$ cat config.mk
export PLATFORM = sky130hd
export DESIGN_NAME = rdr_isqrt
export DESIGN_NICKNAME = d
export VERILOG_FILES = /design/src/sv/rdr_pkg.sv /design/src/sv/rdr_isqrt.sv
export SDC_FILE = /design/constraint.sdc
export NUM_CORES = 2
export LEC_CHECK = 0
export ABC_AREA = 0
export BUFFER_PORTS_ARGS = -buffer_cell sky130_fd_sc_hd__buf_2
export CAP_MARGIN = 20
export CORE_MARGIN = 2
export CORE_UTILIZATION = 40
export CTS_CLUSTER_SIZE = 40
export DETAILED_ROUTE_END_ITERATION = 7
export GPL_ROUTABILITY_DRIVEN = 0
export GPL_TIMING_DRIVEN = 0
export PLACE_DENSITY = 0.58
export RECOVER_POWER = 100
export SLEW_MARGIN = 20
export SYNTH_ARGS = -nofsm -noshare
export SYNTH_HDL_FRONTEND = slang
export SYNTH_MEMORY_MAX_BITS = 65536
export SYNTH_SLANG_ARGS = --single-unit
$ cat constraint.sdc
create_clock -name i_clk -period 3.7 [get_ports i_clk]
set_clock_uncertainty 0.1 [all_clocks]
set_input_delay 0.185 -clock i_clk [delete_from_list [all_inputs] [get_ports i_clk]]
set_output_delay 0.185 -clock i_clk [all_outputs]
set_load 0.05 [all_outputs]
$ cat src/sv/rdr_pkg.sv
// rdr_pkg: shared types and constants for the radial deadzone rescaler
`timescale 1ns / 1ps
package rdr_pkg;

    // full-scale output and register reset
    localparam logic [14:0] FULL_SCALE   = 15'd32767;
    localparam logic [14:0] RADIUS_RESET = 15'd7849;
    localparam logic [29:0] RADIUS_SQ_RESET = 30'(32'd7849 * 32'd7849);

    // square root steps (one root bit each) and quotient bits below saturation
    localparam int SQRT_STEPS = 32;
    localparam int QBITS      = 15;

    // register index decoded from the byte address
    localparam logic REG_RADIUS = 1'b0;

    // per-item side data carried alongside the root pipeline
    typedef struct packed {
        logic        neg_x;
        logic        neg_y;
        logic [16:0] ax;
        logic [16:0] ay;
        logic        dead;
    } t_side;

    // per-item side data carried alongside the divider pipeline
    typedef struct packed {
        logic neg_x;
        logic neg_y;
        logic dead;
    } t_dside;

endpackage

$ cat src/sv/rdr_isqrt.sv
// rdr_isqrt: pipelined integer square root of rad << 32, one root bit per stage
`timescale 1ns / 1ps
module rdr_isqrt (
    input  logic                i_clk,
    input  logic                i_rst_n,
    input  logic                i_en,
    input  logic                i_valid,
    input  logic [31:0]         i_rad,
    input  rdr_pkg::t_side      i_side,
    output logic                o_valid,
    output logic [31:0]         o_root,
    output rdr_pkg::t_side      o_side
);
    import rdr_pkg::*;

    logic [33:0] r_rem  [SQRT_STEPS];
    logic [31:0] r_root [SQRT_STEPS];
    logic [31:0] r_rad  [SQRT_STEPS];
    t_side       r_side [SQRT_STEPS];
    logic        r_vld  [SQRT_STEPS];

    genvar g;
    generate
        for (g = 0; g < SQRT_STEPS; g++) begin : g_step
            logic [33:0] rem_in;
            logic [31:0] root_in;
            logic [31:0] rad_in;
            t_side       side_in;
            logic        vld_in;
            logic [35:0] rem_sh;
            logic [35:0] trial;
            logic [33:0] n_rem;
            logic [31:0] n_root;

            // stage source: block input or previous stage
            if (g == 0) begin : g_first
                assign rem_in  = '0;
                assign root_in = '0;
                assign rad_in  = i_rad;
                assign side_in = i_side;
                assign vld_in  = i_valid;
            end else begin : g_next
                assign rem_in  = r_rem[g-1];
                assign root_in = r_root[g-1];
                assign rad_in  = r_rad[g-1];
                assign side_in = r_side[g-1];
                assign vld_in  = r_vld[g-1];
            end

            // one restoring root digit: bring down two bits, try (root<<2)|1
            always_comb begin
                rem_sh = {rem_in, rad_in[31:30]};
                trial  = {2'b00, root_in, 2'b01};
                if (rem_sh >= trial) begin
                    n_rem  = 34'(rem_sh - trial);
                    n_root = {root_in[30:0], 1'b1};
                end else begin
                    n_rem  = rem_sh[33:0];
                    n_root = {root_in[30:0], 1'b0};
                end
            end

            always_ff @(posedge i_clk) begin
                if (!i_rst_n) begin
                    r_vld[g] <= 1'b0;
                end else if (i_en) begin
                    r_vld[g] <= vld_in;
                end
            end

            always_ff @(posedge i_clk) begin
                if (i_en) begin
                    r_rem[g]  <= n_rem;
                    r_root[g] <= n_root;
                    r_rad[g]  <= {rad_in[29:0], 2'b00};
                    r_side[g] <= side_in;
                end
            end
        end
    endgenerate

    assign o_valid = r_vld[SQRT_STEPS-1];
    assign o_root  = r_root[SQRT_STEPS-1];
    assign o_side  = r_side[SQRT_STEPS-1];

endmodule

==> flow_metrics.py <==
metrics = {
    "status": {
        "status": "finished, violations left",
        "violations": "capacitance limit, slew limit, setup timing",
    },
    "worst_setup_path": {
        "r2r_end": "r_rem[0][367]",
        "r2r_start": "r_rem[0][327]",
        "cp_max_fo": 6,
        "worstSetupPathType": "register to register",
        "rr_worst_depth": 12,
        "crit_arrival_ps": 4320,
        "required_ps": 4230,
        "startpoint_type": "register",
        "endpoint_kind": "register",
        "reg2reg_slack_ps": -90,
    },
    "routing": {
        "drtIter0Drc": 5531,
        "remaining_drc_errors": 0,
        "first_pass_iters": 5,
        "wl_per_cell_um": 17.0,
        "vias_per_cell": 5.12,
        "ant_nets": 0,
        "wirelength_um": 243000,
        "vias": 73254,
    },
    "hold_path": {
        "hold_start": "i_rst_n",
        "whs_path_depth": 3,
        "whs_endpoint": "r_vld[1][14]",
        "hold_class": "primary input to register",
    },
    "yosys": {
        "synth_top_family_by_area": "simple AND/OR/NAND/NOR gates",
        "synth_compound_area_share_pct": 8.13,
        "syn-num-nets": 9701,
        "synth_area_sq_mm": 0.128,
        "syn_area_per_cell_sq_um": 14.1,
        "synth_cell_types": 94,
        "synth.largest_area_cell": "edfxtp_1",
        "synth_ff_type": "edfxtp_1",
        "synth_top_area_share_pct": 69.6,
        "ys_seq_area_share_pct": 69.6,
        "postSynthCellCount": 9082,
        "synthMuxAreaShare_pct": 0.563,
        "yosys.area_share.simple_pct": 8.44,
        "yosysWarnings": 0,
        "synthTopCellsByArea": "edfxtp_1 70%, ha_1 5.2%, xor2_1 2.7%",
        "synth-edff-count": 2971,
        "synth-xor-area-share_pct": 5.38,
        "yosys_register_bits": 2972,
        "async_reset_ff_share_pct": 0,
        "synthAdderAreaFrac_pct": 5.42,
    },
    "sta": {
        "period_needed_ps": 3790,
        "max_freq_ghz": 0.264,
        "hold_violations": 0,
        "setup_viol_count_final": 41,
        "fin_crit_sh_pct": 103,
        "grt_setup_unrepaired": "true",
        "whs_ps": 176,
        "setup_ws_ps": -94.0,
        "worst_pin_slew_ps": 1980,
        "slew_headroom_pct": -31.8,
        "drv_slew": 897,
    },
    "flow_run": {
        "cap_violations": 9,
    },
    "pwr": {
        "p_leak_nw": 55.8,
        "cellPowerDensity_mw_per_mm2": 608,
        "combPwrFrac_pct": 17.0,
        "power.share.sequential_pct": 48.2,
        "swShare_pct": 26.6,
        "internal_power_mw": 67.0,
        "clkPwrFrac_pct": 34.7,
        "p_total_mw": 91.3,
        "netSwitchingPower_mw": 24.3,
        "ir_drop_v": 0.000377,
    },
    "grt": {
        "antenna_found_initial": 2,
        "grt_max_degree": 149,
        "grt_pass1_vias": 73408,
        "grt_pass1_wl_um": 387000,
        "overflow": 0,
        "grt_use_total_pct": 14.5,
    },
    "cts": {
        "clk_pin_slew_worst_paths_ps": 60,
        "cts_root_buf": "clkbuf_16",
        "clock-sinks": 2972,
        "clk_path_buf_depth": 4,
        "clock_latency_ps": 920,
        "cts_buffers": 326,
        "cts_tree": "done",
        "htreeDepth": 5,
    },
    "floorplan": {
        "dieArea_sq_mm": 0.325,
        "std_cell_rows": 207,
        "die_h_um": 570,
        "start_util_pct": 40.2,
        "ioPinCount": 143,
        "die_w_um": 570,
        "coreArea_sq_mm": 0.319,
    },
    "layout": {
        "finish.instance_area_sq_mm": 0.150,
        "post-route-util_pct": 47.2,
        "nets": 10497,
        "layout_commonest_cell": "edfxtp_1",
        "drive_above_1_share_pct": 12.0,
        "layout_common_cells": "2971 x edfxtp_1, 689 x inv_1, 630 x nand2_1, 522 x ha_1, 435 x o21ai_0",
        "area_growth_pct": 17.1,
    },
    "place": {
        "postPlaceCellArea_sq_mm": 0.135,
        "portBuffers": 142,
        "pre_cts_ws_ps": -1730,
        "post-dp-hpwl_um": 161000,
    },
}
sequential cells by signal, indices dropped and copies added (netlist names):
| name | flops |
|---|---|
| r_root | 528 |
| r_side | 1184 |
| r_vld | 32 |
| r_rad | 240 |
| r_rem | 988 |
routing by layer:
layer  vias to the layer above  part of all wire [%]  track usage (%)
li1                      35390                     -                -
met4                         0                   3.2             4.98
met1                     35468                    45             19.9
met2                      1855                    46             23.3
met3                       541                   5.3             2.54
met5                         -                     0                0
cell families (layout without fill, tap and decap cells):
family                   count (synthesis)  count (layout)
flip-flops                            2972            2972
AND/OR/NAND/NOR                       2190            2191
buffers and inverters                  841            1889
multiplexers                            65              65
XOR/XNOR                               787             787
AO/OA/AOI/OAI                         1680            1681
adder cells (fa/ha/maj)                546             546
other                                    1               2
power groups by stage:
stage | registers [mW] | logic [mW] | clock network [mW]
floorplan | 43.8 | 10.3 | 0
global placement | 45.6 | 10.8 | 0
detailed placement | 44.6 | 13.9 | 0
CTS | 44.0 | 14.8 | 32.9
global route | 44.4 | 17.3 | 34.2
finish | 44.1 | 15.5 | 31.7
metrics by stage:
step	instances	setup TNS [ps]
3_5_place_dp	13429	-625480
5_1_grt	14313	-24690
2_1_floorplan	9082	-41.8
4_1_cts	14246	-1980
3_3_place_gp	13404	-
6_report	14313	-1100
synthesized netlist by cell type (18+ instances only):
library cell,n
or3_1,81
inv_1,694
and3_1,72
xor2_1,402
xnor2_1,385
a21o_1,232
nand2b_1,103
a31oi_1,36
mux2_2,57
a21boi_0,18
nand4_1,60
o31ai_1,57
nand3b_1,25
o21ai_0,471
clkbuf_1,132
o21bai_1,69
edfxtp_1,2971
nor2b_1,86
nor2_1,469
or2_2,49
or4_1,59
nor3_1,212
o21a_1,88
ha_1,531
o211ai_1,21
nand3_1,117
a21oi_1,483
a211oi_1,44
and2_1,26
nor4_1,113
nand2_1,638
timing repair:
| item | CTS | global route |
|---|---|---|
| cloned | 9 | 4 |
| pin swaps | 58 | 87 |
| setup buffers | 80 | 70 |
| endpoints found under the hold margin | 418 | 0 |
| hold buffers | 153 | 0 |
| setup endpoints to repair | 721 | 683 |
| gates resized for setup | 360 | 296 |
layout make-up:
cell class / count / area, sq um
Timing Repair Buffer: 478 / 3950
Clock buffer: 385 / 8440
Timing Repair inverter: 1 / 16.3
Antenna cell: 1 / 2.50
Buffer: 132 / 910
Inverter: 696 / 2650
Multi-Input combinational cell: 5271 / 37700
Clock inverter: 197 / 2060
Fill cell: 27261 / 168000
Sequential cell: 2972 / 89200
Tap cell: 4180 / 5230
critical path: stages (launching register included):
cell	delay [ps]
edfxtp_1	390
or3_4	410
or4_4	540
or4_4	430
or3_4	350
or3_1	440
nor2_2	120
and2_4	150
buf_6	110
a2111o_1	140
buf_12	130
nor4_2	40
xor2_1	150
worst max path at each step:
stage | startpoint | endpoint | slack [ps] | cells after the start
finish | r_rem[0][327] | r_rem[0][367] | -90 | 12
CTS | r_rem[1][442] | r_rem[1][492] | -120 | 15
global placement | i_en | r_vld[0][0] | -45750 | 2
floorplan | r_rem[1][306] | r_rem[1][370] | -40 | 13
global route | r_rem[1][442] | r_rem[1][505] | -200 | 15
detailed placement | i_en | r_vld[0][4] | -1730 | 8
No activity file was read; power rests on OpenSTA's default activity.
